<file path="src/hdl/isq_pkg.sv">
// isq_pkg: shared constants, request codes and types of the indexed sequence store
// used by isq_cell, isq_find and indexed_sequence_store; depends on nothing
package isq_pkg;

    localparam int CAPACITY = 64;
    localparam int DATA_W   = 32;
    localparam int IDX_W    = $clog2(CAPACITY);
    localparam int CNT_W    = $clog2(CAPACITY + 1);
    localparam int FIELD_W  = 7;
    localparam int CMP_W    = (CNT_W > FIELD_W) ? CNT_W : FIELD_W;
    localparam int GRP      = 8;
    localparam int NGRP     = (CAPACITY + GRP - 1) / GRP;
    localparam int LOC_W    = $clog2(GRP);

    // request codes
    localparam logic [2:0] REQ_INS_FRONT = 3'd0;
    localparam logic [2:0] REQ_INS_BACK  = 3'd1;
    localparam logic [2:0] REQ_INS_AT    = 3'd2;
    localparam logic [2:0] REQ_FIND      = 3'd3;
    localparam logic [2:0] REQ_REMOVE_AT = 3'd4;
    localparam logic [2:0] REQ_POP_FRONT = 3'd5;
    localparam logic [2:0] REQ_POP_BACK  = 3'd6;
    localparam logic [2:0] REQ_CLEAR     = 3'd7;

    // status codes
    localparam logic [1:0] ST_OK    = 2'd0;
    localparam logic [1:0] ST_EMPTY = 2'd1;
    localparam logic [1:0] ST_RANGE = 2'd2;
    localparam logic [1:0] ST_FULL  = 2'd3;

    localparam logic [FIELD_W-1:0] NO_POS = 7'h7F;

    // cell operations
    localparam logic [1:0] OP_NONE = 2'd0;
    localparam logic [1:0] OP_INS  = 2'd1;
    localparam logic [1:0] OP_REM  = 2'd2;

    typedef struct packed {
        logic              go;
        logic [1:0]        op;
        logic [CMP_W-1:0]  pos;
        logic [CMP_W-1:0]  occ;
        logic [DATA_W-1:0] value;
    } cell_req_t;

    function automatic logic [FIELD_W-1:0] fit_cnt(input logic [CNT_W-1:0] c);
        logic [CNT_W+FIELD_W-1:0] t;
        t = (CNT_W + FIELD_W)'(c);
        return t[FIELD_W-1:0];
    endfunction

    function automatic logic [FIELD_W-1:0] fit_idx(input logic [IDX_W-1:0] c);
        logic [IDX_W+FIELD_W-1:0] t;
        t = (IDX_W + FIELD_W)'(c);
        return t[FIELD_W-1:0];
    endfunction

endpackage

</file>
<file path="src/hdl/isq_cell.sv">
// isq_cell: one storage cell of the chain, shifting with its neighbours and comparing
// depends on isq_pkg
module isq_cell (
    input  logic                       clk,
    input  logic [isq_pkg::IDX_W-1:0]  idx,
    input  isq_pkg::cell_req_t         req,
    input  logic [isq_pkg::DATA_W-1:0] prev_data,
    input  logic [isq_pkg::DATA_W-1:0] next_data,
    output logic [isq_pkg::DATA_W-1:0] data,
    output logic                       match
);
    import isq_pkg::*;

    logic [DATA_W-1:0] data_reg;
    logic              match_reg;
    logic [CMP_W-1:0]  idx_ext;

    assign idx_ext = CMP_W'(idx);

    always_ff @(posedge clk)
    begin
        if (req.go)
        begin
            match_reg <= (data_reg == req.value) && (idx_ext < req.occ);
            case (req.op)
                OP_INS:
                begin
                    if (idx_ext == req.pos)
                        data_reg <= req.value;
                    else if (idx_ext > req.pos)
                        data_reg <= prev_data;
                end
                OP_REM:
                begin
                    if (idx_ext >= req.pos)
                        data_reg <= next_data;
                end
                default:
                begin
                end
            endcase
        end
    end

    assign data  = data_reg;
    assign match = match_reg;

endmodule

</file>
<file path="config.mk">
export PLATFORM = sky130hd
export DESIGN_NAME = isq_cell
export DESIGN_NICKNAME = d
export VERILOG_FILES = /design/src/hdl/isq_pkg.sv /design/src/hdl/isq_cell.sv
export SDC_FILE = /design/constraint.sdc
export NUM_CORES = 1
export LEC_CHECK = 0
export BUFFER_PORTS_ARGS = -buffer_cell sky130_fd_sc_hd__buf_2
export CAP_MARGIN = 0
export CELL_PAD_IN_SITES_DETAIL_PLACEMENT = 1
export CELL_PAD_IN_SITES_GLOBAL_PLACEMENT = 1
export CORE_ASPECT_RATIO = 1.25
export CORE_MARGIN = 3
export CORE_UTILIZATION = 31
export CTS_BUF_LIST = sky130_fd_sc_hd__clkbuf_4
export CTS_CLUSTER_SIZE = 10
export DETAILED_ROUTE_END_ITERATION = 6
export GPL_TIMING_DRIVEN = 0
export PLACE_DENSITY = 0.86
export SYNTH_ARGS = -nofsm -noshare
export SYNTH_HDL_FRONTEND = slang
export SYNTH_SLANG_ARGS = --single-unit
export TNS_END_PERCENT = 30
</file>
<file path="constraint.sdc">
create_clock -name clk -period 2.5 [get_ports clk]
set_input_delay 0.375 -clock clk [delete_from_list [all_inputs] [get_ports clk]]
set_output_delay 0.375 -clock clk [all_outputs]
set_load 0.01 [all_outputs]
</file>
==> reports/qor.yml <==
clock_tree:
  worstSkewPairLatency_ns: 0.33
  numCtsBuffers: 5
  cts_hold_buffers: 0
  ctsHtreeMaxLevel: 2
  clk_transition_reported_paths_ns: 0.11
  clock_tree.root_cell: "sky130_fd_sc_hd__clkbuf_4"
  max-clock-path-buffers: 2
  cts_setup_buffers: 0
  post_cts_resized: 0
  cts_sinks: 33
  cts_tree: "done"
global_routing:
  grt_first_pass_wirelength_mm: 13.1
  grt_pass1_vias: 2664
  overflow: 0
  globalRouteTotalUtil: 0.189
  pin_count_of_the_biggest_net_entering_global_routing: 33
  initial_antenna_violation_count: 0
synth:
  gate_count_post_synth: 227
  synth-seq-area-share: 0.414
  mappedNetlistArea_mm2: 0.00239
  post_synth_edffs: 33
  postSynthRegisterBits: 33
  synth_area_per_cell_um2: 10.5
  dominantRegCellSynth: "sky130_fd_sc_hd__edfxtp_1"
  postSynthNetCount: 360
  synth.lib_cells_used.distinct: 23
  synthesis.yosys.warnings: 0
  ys_async_sr_fraction: 0
worst_setup_path:
  worstReg2RegEnd: "match$_DFFE_PP_"
  setup.worst_path.start: "idx[0]"
  crit-reg2reg-launch: "data[19]$_DFFE_PP_"
  worstPathCellList: "buf_2 > inv_1 > ha_1 > nand2b_1 > a21o_1 > a21oi_1 > o21ai_0 > and3b_2"
  timing.reg2reg.worst_path_depth: 4
  worst_setup_path_start_kind: "primary input"
  timing_worst_setup_path_type: "primary input to register"
  critPathCapture: "data[25]$_DFFE_PP_"
  setup.reg_to_reg.worst_slack_ns: 1.00
  crit_slowest_cell: "sky130_fd_sc_hd__and3b_2"
  cp.arrival_ns: 2.10
  worst_ep_required_time_ns: 2.47
  cp-end-kind: "register"
  crit_path_max_fanout: 32
  worst_path_largest_cell_delay_ns: 0.76
route:
  route.antenna.remaining_nets: 0
  drt-vias-per-instance: 4.86
  via_count: 2328
  drt-initial-drc-count: 39
  detail_route.first_pass.iterations: 4
  routed_wirelength_mm: 8.23
  routed_wire_length_per_instance_um: 17.2
  drc: 0
cells_and_area:
  post_route_cells_drive_above_1_share: 0.434
  antennaDiodeCount: 0
  syn_to_layout_area_delta_pct: 39.2
  design.final.nets: 519
  final-instance-count-excl-fill: 479
  mostFrequentLayoutCells: "152 x sky130_fd_sc_hd__buf_2, 33 x sky130_fd_sc_hd__edfxtp_1"
  largest_register_ffs: 32
  mostFrequentLayoutCell: "sky130_fd_sc_hd__buf_2"
timing:
  slew_headroom: 0.447
  clock-skew-final_ns: 0.00222
  fin_crit_sh: 0.853
  setup_violations: 0
  timing.final.max_slew_violations: 0
  report.final.hold_viol_count: 0
  hold-worst-slack_ns: 0.255
  timing.final.crit_period_ns: 2.13
  grt_setup_unrepaired: "no"
  max_clock_freq_mhz: 469
  timing_worst_slew_pin_value_ns: 0.830
placement:
  io_buffer_count: 152
  place_inst: 471
  gp_routability_congestion: 0.814
  post-dp-hpwl_mm: 6.74
status:
  status: "completed"
floorplan:
  floorplan.die.height_um: 104
  fp.coreArea_mm2: 0.00744
  x_dimension_of_the_die_um: 84.6
  std_cell_rows: 35
  ioPinCount: 153
  die_area_mm2: 0.00881
  start_util: 0.321
min_path:
  hold_path.class: "primary input to register"
power_and_ir_drop:
  peakVddDrop_mv: 0.199
  power_density_mw_per_mm2: 432
  p_leak_nw: 1.50
flow_run:
  maxCapViolCount: 0
[where the power goes]
part / total, mW / switching (mW) / internal (mW)
Clock: 0.331 / 0.186 / 0.145
Sequential: 0.707 / 0.0324 / 0.674
Combinational: 0.399 / 0.212 / 0.186
Total: 1.44 / 0.431 / 1.01
[layout make-up]
type,instances,area [um2]
Sequential cell,33,991
Fill cell,933,4120
Inverter,13,48.8
Buffer,10,86.3
Multi-Input combinational cell,171,1270
Tap cell,92,115
Timing Repair Buffer,152,761
Clock buffer,8,60.1
[per-stage QoR]
stage	total power, mW	utilization	setup TNS (ns)	worst slack, ns	area, um2
2_1_floorplan	0.907	-	0	0.167	2390
3_3_place_gp	1.11	0.439	-19.04	-0.597	3270
3_5_place_dp	1.13	0.439	-0.431	-0.0152	3270
4_1_cts	1.46	0.447	0	0.351	3330
5_1_grt	1.53	0.447	0	0.206	3330
6_report	1.44	0.447	0	0.366	3330
[synth_stat cells, types with 2 or more instances]
library cell / instances / area share
sky130_fd_sc_hd__inv_1: 13 / 0.020
sky130_fd_sc_hd__clkbuf_1: 7 / 0.011
sky130_fd_sc_hd__a21o_1: 3 / 0.0094
sky130_fd_sc_hd__buf_12: 3 / 0.025
sky130_fd_sc_hd__mux2i_1: 32 / 0.13
sky130_fd_sc_hd__o22ai_1: 2 / 0.0052
sky130_fd_sc_hd__nand4_1: 2 / 0.0052
sky130_fd_sc_hd__nor4_1: 8 / 0.021
sky130_fd_sc_hd__xor2_1: 32 / 0.12
sky130_fd_sc_hd__a21oi_1: 5 / 0.010
sky130_fd_sc_hd__nand2b_1: 2 / 0.0052
sky130_fd_sc_hd__edfxtp_1: 33 / 0.41
sky130_fd_sc_hd__o21ai_1: 32 / 0.067
sky130_fd_sc_hd__ha_1: 13 / 0.068
sky130_fd_sc_hd__nand2_1: 32 / 0.050
[worst max-delay path, delay by kind of cell]
kind            cells  cell delay, ns
simple gates        2            0.90
compound gates      3            0.33
fa+ha+maj           1            0.35
buf+inv             2            0.14
[per-layer routing]
layer  vias to the layer above  part of all wire  global-route usage
met2                       101              0.55               0.368
li1                       1130                 -                   -
met3                        13             0.065              0.0372
met4                         0             0.018              0.0520
met5                         -                 0                   0
met1                      1084              0.37               0.201
[cells by family after synthesis]
family	synth area share
compound gates	0.0942
mux	0.134
buf+inv	0.0565
fa+ha+maj	0.0680
simple gates	0.116
flops	0.414
xor+xnor	0.117
[worst min path at each step]
stage	startpoint	endpoint	slack, ns	cells past startpoint
2_1_floorplan	req[48]	match$_DFFE_PP_	0.49	0
4_1_cts	req[48]	match$_DFFE_PP_	0.23	1
5_1_grt	req[48]	match$_DFFE_PP_	0.22	1
6_report	req[48]	match$_DFFE_PP_	0.26	1
3_5_place_dp	req[48]	match$_DFFE_PP_	0.59	1
3_3_place_gp	req[48]	match$_DFFE_PP_	0.59	1
Power figures use the tool's default switching activity.
