$ cat config.mk
export PLATFORM = sky130hd
export DESIGN_NAME = isq_find
export DESIGN_NICKNAME = d
export VERILOG_FILES = /design/src/hdl/isq_pkg.sv /design/src/hdl/isq_find.sv
export SDC_FILE = /design/constraint.sdc
export NUM_CORES = 1
export LEC_CHECK = 0
export BUFFER_PORTS_ARGS = -buffer_cell sky130_fd_sc_hd__clkbuf_2
export CAP_MARGIN = 20
export CORE_MARGIN = 2
export CORE_UTILIZATION = 40
export DETAILED_ROUTE_END_ITERATION = 10
export GPL_TIMING_DRIVEN = 1
export HOLD_SLACK_MARGIN = 0.15
export PLACE_DENSITY = 0.71
export SLEW_MARGIN = 30
export SYNTH_ARGS = -nofsm -noshare
export SYNTH_HDL_FRONTEND = slang
export SYNTH_SLANG_ARGS = --single-unit
$ cat constraint.sdc
create_clock -name clk -period 2.2 [get_ports clk]
set_input_delay 0.44 -clock clk [delete_from_list [all_inputs] [get_ports clk]]
set_output_delay 0.44 -clock clk [all_outputs]
set_load 0.01 [all_outputs]
$ cat src/hdl/isq_pkg.sv
// isq_pkg: shared constants, request codes and types of the indexed sequence store
// used by isq_cell, isq_find and indexed_sequence_store; depends on nothing
package isq_pkg;

    localparam int CAPACITY = 64;
    localparam int DATA_W   = 32;
    localparam int IDX_W    = $clog2(CAPACITY);
    localparam int CNT_W    = $clog2(CAPACITY + 1);
    localparam int FIELD_W  = 7;
    localparam int CMP_W    = (CNT_W > FIELD_W) ? CNT_W : FIELD_W;
    localparam int GRP      = 8;
    localparam int NGRP     = (CAPACITY + GRP - 1) / GRP;
    localparam int LOC_W    = $clog2(GRP);

    // request codes
    localparam logic [2:0] REQ_INS_FRONT = 3'd0;
    localparam logic [2:0] REQ_INS_BACK  = 3'd1;
    localparam logic [2:0] REQ_INS_AT    = 3'd2;
    localparam logic [2:0] REQ_FIND      = 3'd3;
    localparam logic [2:0] REQ_REMOVE_AT = 3'd4;
    localparam logic [2:0] REQ_POP_FRONT = 3'd5;
    localparam logic [2:0] REQ_POP_BACK  = 3'd6;
    localparam logic [2:0] REQ_CLEAR     = 3'd7;

    // status codes
    localparam logic [1:0] ST_OK    = 2'd0;
    localparam logic [1:0] ST_EMPTY = 2'd1;
    localparam logic [1:0] ST_RANGE = 2'd2;
    localparam logic [1:0] ST_FULL  = 2'd3;

    localparam logic [FIELD_W-1:0] NO_POS = 7'h7F;

    // cell operations
    localparam logic [1:0] OP_NONE = 2'd0;
    localparam logic [1:0] OP_INS  = 2'd1;
    localparam logic [1:0] OP_REM  = 2'd2;

    typedef struct packed {
        logic              go;
        logic [1:0]        op;
        logic [CMP_W-1:0]  pos;
        logic [CMP_W-1:0]  occ;
        logic [DATA_W-1:0] value;
    } cell_req_t;

    function automatic logic [FIELD_W-1:0] fit_cnt(input logic [CNT_W-1:0] c);
        logic [CNT_W+FIELD_W-1:0] t;
        t = (CNT_W + FIELD_W)'(c);
        return t[FIELD_W-1:0];
    endfunction

    function automatic logic [FIELD_W-1:0] fit_idx(input logic [IDX_W-1:0] c);
        logic [IDX_W+FIELD_W-1:0] t;
        t = (IDX_W + FIELD_W)'(c);
        return t[FIELD_W-1:0];
    endfunction

endpackage

$ cat src/hdl/isq_find.sv
// isq_find: two-level first-match search over the match bits of the cell chain
// depends on isq_pkg
module isq_find (
    input  logic                          clk,
    input  logic [isq_pkg::CAPACITY-1:0]  match,
    output logic                          hit,
    output logic [isq_pkg::IDX_W-1:0]     hit_idx
);
    import isq_pkg::*;

    logic [NGRP*GRP-1:0] match_pad;
    logic [NGRP-1:0]     grp_hit_next;
    logic [LOC_W-1:0]    grp_loc_next [NGRP];
    logic [NGRP-1:0]     grp_hit_reg;
    logic [LOC_W-1:0]    grp_loc_reg  [NGRP];

    assign match_pad = (NGRP * GRP)'(match);

    // lowest set bit within each group of eight
    always_comb
    begin
        for (int g = 0; g < NGRP; g++)
        begin
            grp_hit_next[g] = 1'b0;
            grp_loc_next[g] = '0;
            for (int b = GRP - 1; b >= 0; b--)
            begin
                if (match_pad[g*GRP + b])
                begin
                    grp_hit_next[g] = 1'b1;
                    grp_loc_next[g] = LOC_W'(b);
                end
            end
        end
    end

    always_ff @(posedge clk)
    begin
        grp_hit_reg <= grp_hit_next;
        for (int g = 0; g < NGRP; g++)
            grp_loc_reg[g] <= grp_loc_next[g];
    end

    // lowest group with a hit
    always_comb
    begin
        hit     = 1'b0;
        hit_idx = '0;
        for (int g = NGRP - 1; g >= 0; g--)
        begin
            if (grp_hit_reg[g])
            begin
                hit     = 1'b1;
                hit_idx = IDX_W'(g * GRP) + IDX_W'(grp_loc_reg[g]);
            end
        end
    end

endmodule

==> results_tabular.tex <==
\begin{tabular}{lr}
\hline
Metric & Value \\
\hline
\multicolumn{2}{l}{\textbf{Layout}} \\
\quad Post-synthesis to final-layout area growth & 33.4\% \\
\quad Number of inserted filler cells in the final layout & 336 \\
\quad Fin util & $\sim$57\% \\
\quad Max FFs per register & 24 \\
\quad Layout cells sized above 1 & about a third \\
\quad ANT cells & 0 \\
\quad Final standard cell area without fillers & between 1500 and 2000 um\^{}2 \\
\quad Nets & between 300 and 400 \\
\multicolumn{2}{l}{\textbf{Logic synthesis}} \\
\quad Number of synthesis warnings & 0 \\
\quad Largest cells by area after synthesis & sky130\_fd\_sc\_hd\_\_dfxtp\_1 44\%, sky130\_fd\_sc\_hd\_\_nor3\_1 8.6\%, sky130\_fd\_sc\_hd\_\_nor4\_1 6.9\% \\
\quad Post-synth top flop & sky130\_fd\_sc\_hd\_\_dfxtp\_1 \\
\quad Average size of a mapped cell & 7.97 um\^{}2 \\
\quad Netlist cell types & 23 \\
\quad Number of register bits inferred by synthesis & 32 \\
\quad Number of synthesized flops with an enable pin & 0 \\
\quad Share of async-settable or async-resettable flops after synthesis & 0\% \\
\quad Cell type with the highest aggregate area in the netlist & sky130\_fd\_sc\_hd\_\_dfxtp\_1 \\
\quad Syn Std Cell Area & $\sim$1500 um\^{}2 \\
\quad Top cells by instance count after synthesis & 32 x sky130\_fd\_sc\_hd\_\_dfxtp\_1, 25 x sky130\_fd\_sc\_hd\_\_nor3\_1, 19 x sky130\_fd\_sc\_hd\_\_inv\_1, 16 x sky130\_fd\_sc\_hd\_\_a21oi\_1, 16 x sky130\_fd\_sc\_hd\_\_nor4\_1 \\
\quad Proportion of netlist area held by the largest area contributor & 43.9\% \\
\quad Portion of the post-synthesis area used by sequential elements & 43.9\% \\
\quad Most frequently used cell type in the post-synthesis netlist & sky130\_fd\_sc\_hd\_\_dfxtp\_1 \\
\quad Count of mapped cells out of synthesis & 183 \\
\quad Synthesized net count & 248 \\
\multicolumn{2}{l}{\textbf{Hold path}} \\
\quad Classification of the worst-slack hold path & in2reg \\
\quad Cell count of the worst hold path & 2 \\
\quad WHS Endpoint & grp\_loc\_reg[0][6]\$\_SDFF\_PP0\_ \\
\quad Hold path start & match[16] \\
\multicolumn{2}{l}{\textbf{STA}} \\
\quad Slew at the pin with the worst max-slew slack & 0.365 ns \\
\quad Setup repair after global routing missed its margin & yes \\
\quad Worst-case hold slack & 0.297 ns \\
\quad Achievable frequency & 0.468 GHz \\
\quad Setup-failing EPs final & 0 \\
\quad Post-route clock period utilization & 97.2\% \\
\quad Number of hold violations in the final report & 0 \\
\quad Tightest slew margin relative to the limit & 75.5\% \\
\quad Count of pins over their slew limit & 0 \\
\quad Clock period minus final worst setup slack & 2.14 ns \\
\multicolumn{2}{l}{\textbf{Die}} \\
\quad I/O pins & 72 \\
\quad \# rows & 21 \\
\quad Die footprint & roughly 4100 um\^{}2 \\
\quad Die width & 64.4 um \\
\quad Die H & between 60 and 70 um \\
\quad Initial core utilization & 42.7\% \\
\quad Standard cell core area & between 3000 and 4000 um\^{}2 \\
\multicolumn{2}{l}{\textbf{Setup path}} \\
\quad Maximum net fanout on the critical path & 3 \\
\quad CP max stage cell & sky130\_fd\_sc\_hd\_\_or4\_1 \\
\quad Critical path launch point & grp\_hit\_reg[5]\$\_SDFF\_PP1\_ \\
\quad Crit path launch type & register \\
\quad Critical path cell sequence & or2b\_2 -> o22ai\_1 -> or4\_1 -> a31oi\_1 -> buf\_2 \\
\quad Endpoint class of the critical path & output port \\
\quad Worst path max stage delay & 0.46 ns \\
\quad Critical Path RT & 1.76 ns \\
\quad Arrival @ worst endpoint & approximately 1.7 ns \\
\quad Worst setup path class & reg2out \\
\multicolumn{2}{l}{\textbf{Place}} \\
\quad Port-buffer cells & 71 \\
\quad Final estimated routing congestion in global placement & between 0.7 and 0.8 \\
\quad Post-DP Area & 1870 um\^{}2 \\
\quad HPWL Detailed & 2.67 mm \\
\multicolumn{2}{l}{\textbf{Clock network}} \\
\quad Master cell of the clock root buffer & sky130\_fd\_sc\_hd\_\_clkbuf\_4 \\
\quad Buffers from clock root to sink, at most & 2 \\
\quad Clock transition at the registers of the reported paths & about 0.090 ns \\
\quad Number of sinks driven by the clock tree & 32 \\
\quad Clock tree from TritonCTS & yes \\
\quad CTS Buf Count & 5 \\
\quad CTS H-Tree Depth & 2 \\
\quad Cts-stage hold buffer count & 0 \\
\multicolumn{2}{l}{\textbf{Run}} \\
\quad Count of max-cap constraint violations & 0 \\
\multicolumn{2}{l}{\textbf{Global route}} \\
\quad Wire length of the first global-routing pass & 5.11 mm \\
\quad Total congestion overflow after global routing & 0 \\
\quad Largest net degree at the start of global routing & 11 \\
\quad Vias in the first global route & approximately 1300 \\
\quad Total global routing track utilization & roughly 15\% \\
\quad Number of antenna violations at the first check in global routing & 0 \\
\multicolumn{2}{l}{\textbf{Routing}} \\
\quad Via total after detailed routing & 1507 \\
\quad Count of antenna-violating nets left after detailed routing & 0 \\
\quad Number of DRC violations after detailed routing & 0 \\
\quad Count of routing violations after the opening detailed-route iteration & 41 \\
\quad WL per Instance & 10.0 um \\
\quad First-pass iteration count of the detailed router & 4 \\
\quad Via/cell ratio & 4.91 \\
\quad Routed wire length & 3.09 mm \\
\multicolumn{2}{l}{\textbf{Power and ir drop}} \\
\quad Peak supply drop & roughly 260 uV \\
\quad Power density over the cells & 610 nW/um\^{}2 \\
\quad Pleak & 0.929 nW \\
\multicolumn{2}{l}{\textbf{Status}} \\
\quad Status & finished, final reports clean \\
\hline
\end{tabular}
-- worst max path at each step --
stage                     depth (start not counted)    endpoint  slack [ns]
after floorplan                                   4  hit_idx[0]        0.52
after global placement                            5  hit_idx[0]        0.42
after detailed placement                          5  hit_idx[0]        0.39
after CTS                                         5  hit_idx[0]        0.03
after global routing                              5  hit_idx[1]       -0.02
final                                             5  hit_idx[0]        0.06
-- per-layer routing --
layer / up-vias / track usage (%) / wire, um
met3: 5 / 4.75 / 215
met4: 0 / 5.59 / 32
met5: - / 0 / 0
met2: 44 / 25.7 / 1400
met1: 638 / 18.8 / 1440
li1: 820 / - / -
-- where the power goes --
part	switching, mW	internal, mW
sequential	0.00762	0.602
clock	0.184	0.238
combinational	0.0747	0.0797
total	0.266	0.920
-- kinds of logic after synthesis --
| family | Yosys count | synth area share [%] |
|---|---|---|
| flip-flops | 32 | 43.9 |
| buffers and inverters | 20 | 5.15 |
| AO/OA/AOI/OAI | 42 | 18.1 |
| AND/OR/NAND/NOR | 89 | 32.8 |
-- cells in the final DEF, fill, tap and decap left out, types with 2 or more instances in the layout --
cell,count
sky130_fd_sc_hd__buf_2,3
sky130_fd_sc_hd__o21bai_1,8
sky130_fd_sc_hd__nor2_1,13
sky130_fd_sc_hd__o22ai_1,6
sky130_fd_sc_hd__nor3_1,25
sky130_fd_sc_hd__inv_1,19
sky130_fd_sc_hd__a221oi_1,3
sky130_fd_sc_hd__a22oi_1,3
sky130_fd_sc_hd__or4_1,3
sky130_fd_sc_hd__clkbuf_4,5
sky130_fd_sc_hd__clkbuf_2,68
sky130_fd_sc_hd__o21ai_0,2
sky130_fd_sc_hd__a31oi_1,3
sky130_fd_sc_hd__nand2b_1,8
sky130_fd_sc_hd__nor4_1,16
sky130_fd_sc_hd__dfxtp_1,31
sky130_fd_sc_hd__nor2b_1,8
sky130_fd_sc_hd__nand2_1,11
sky130_fd_sc_hd__a21oi_1,16
-- metrics by stage --
stage	setup TNS [ns]	worst slack, ns	cells	power, mW
floorplan	0	0.516	183	0.681
global placement	0	0.417	299	0.775
detailed placement	0	0.394	299	0.778
CTS	0	0.0340	307	1.20
global route	-0.0552	-0.0250	307	1.24
finish	0	0.0611	307	1.19
-- worst max-delay path, delay by kind of cell, from the launching register on --
kind	cells	cell delay [ns]
AND/OR/NAND/NOR	2	0.63
flip-flops	1	0.33
AO/OA/AOI/OAI	2	0.26
buffers and inverters	1	0.16
-- final cells by class --
cell class              instances  area [um^2]  share of cell area, %
well taps                      46         57.6                   2.96
inverters                      19         71.3                   3.67
clock inverters                 2         35.0                   1.80
repair buffers                 71          355                   18.3
clock buffers                   6         41.3                   2.12
flip-flops and latches         32          642                   33.0
multi-input cells             131          742                   38.2
-- timing repair --
item                                    CTS  global route
hold endpoints to repair                  0             0
endpoints found under the setup margin    0             3
gates resized for setup                   0             4
setup buffers                             0             0
Power figures use the tool's default switching activity.
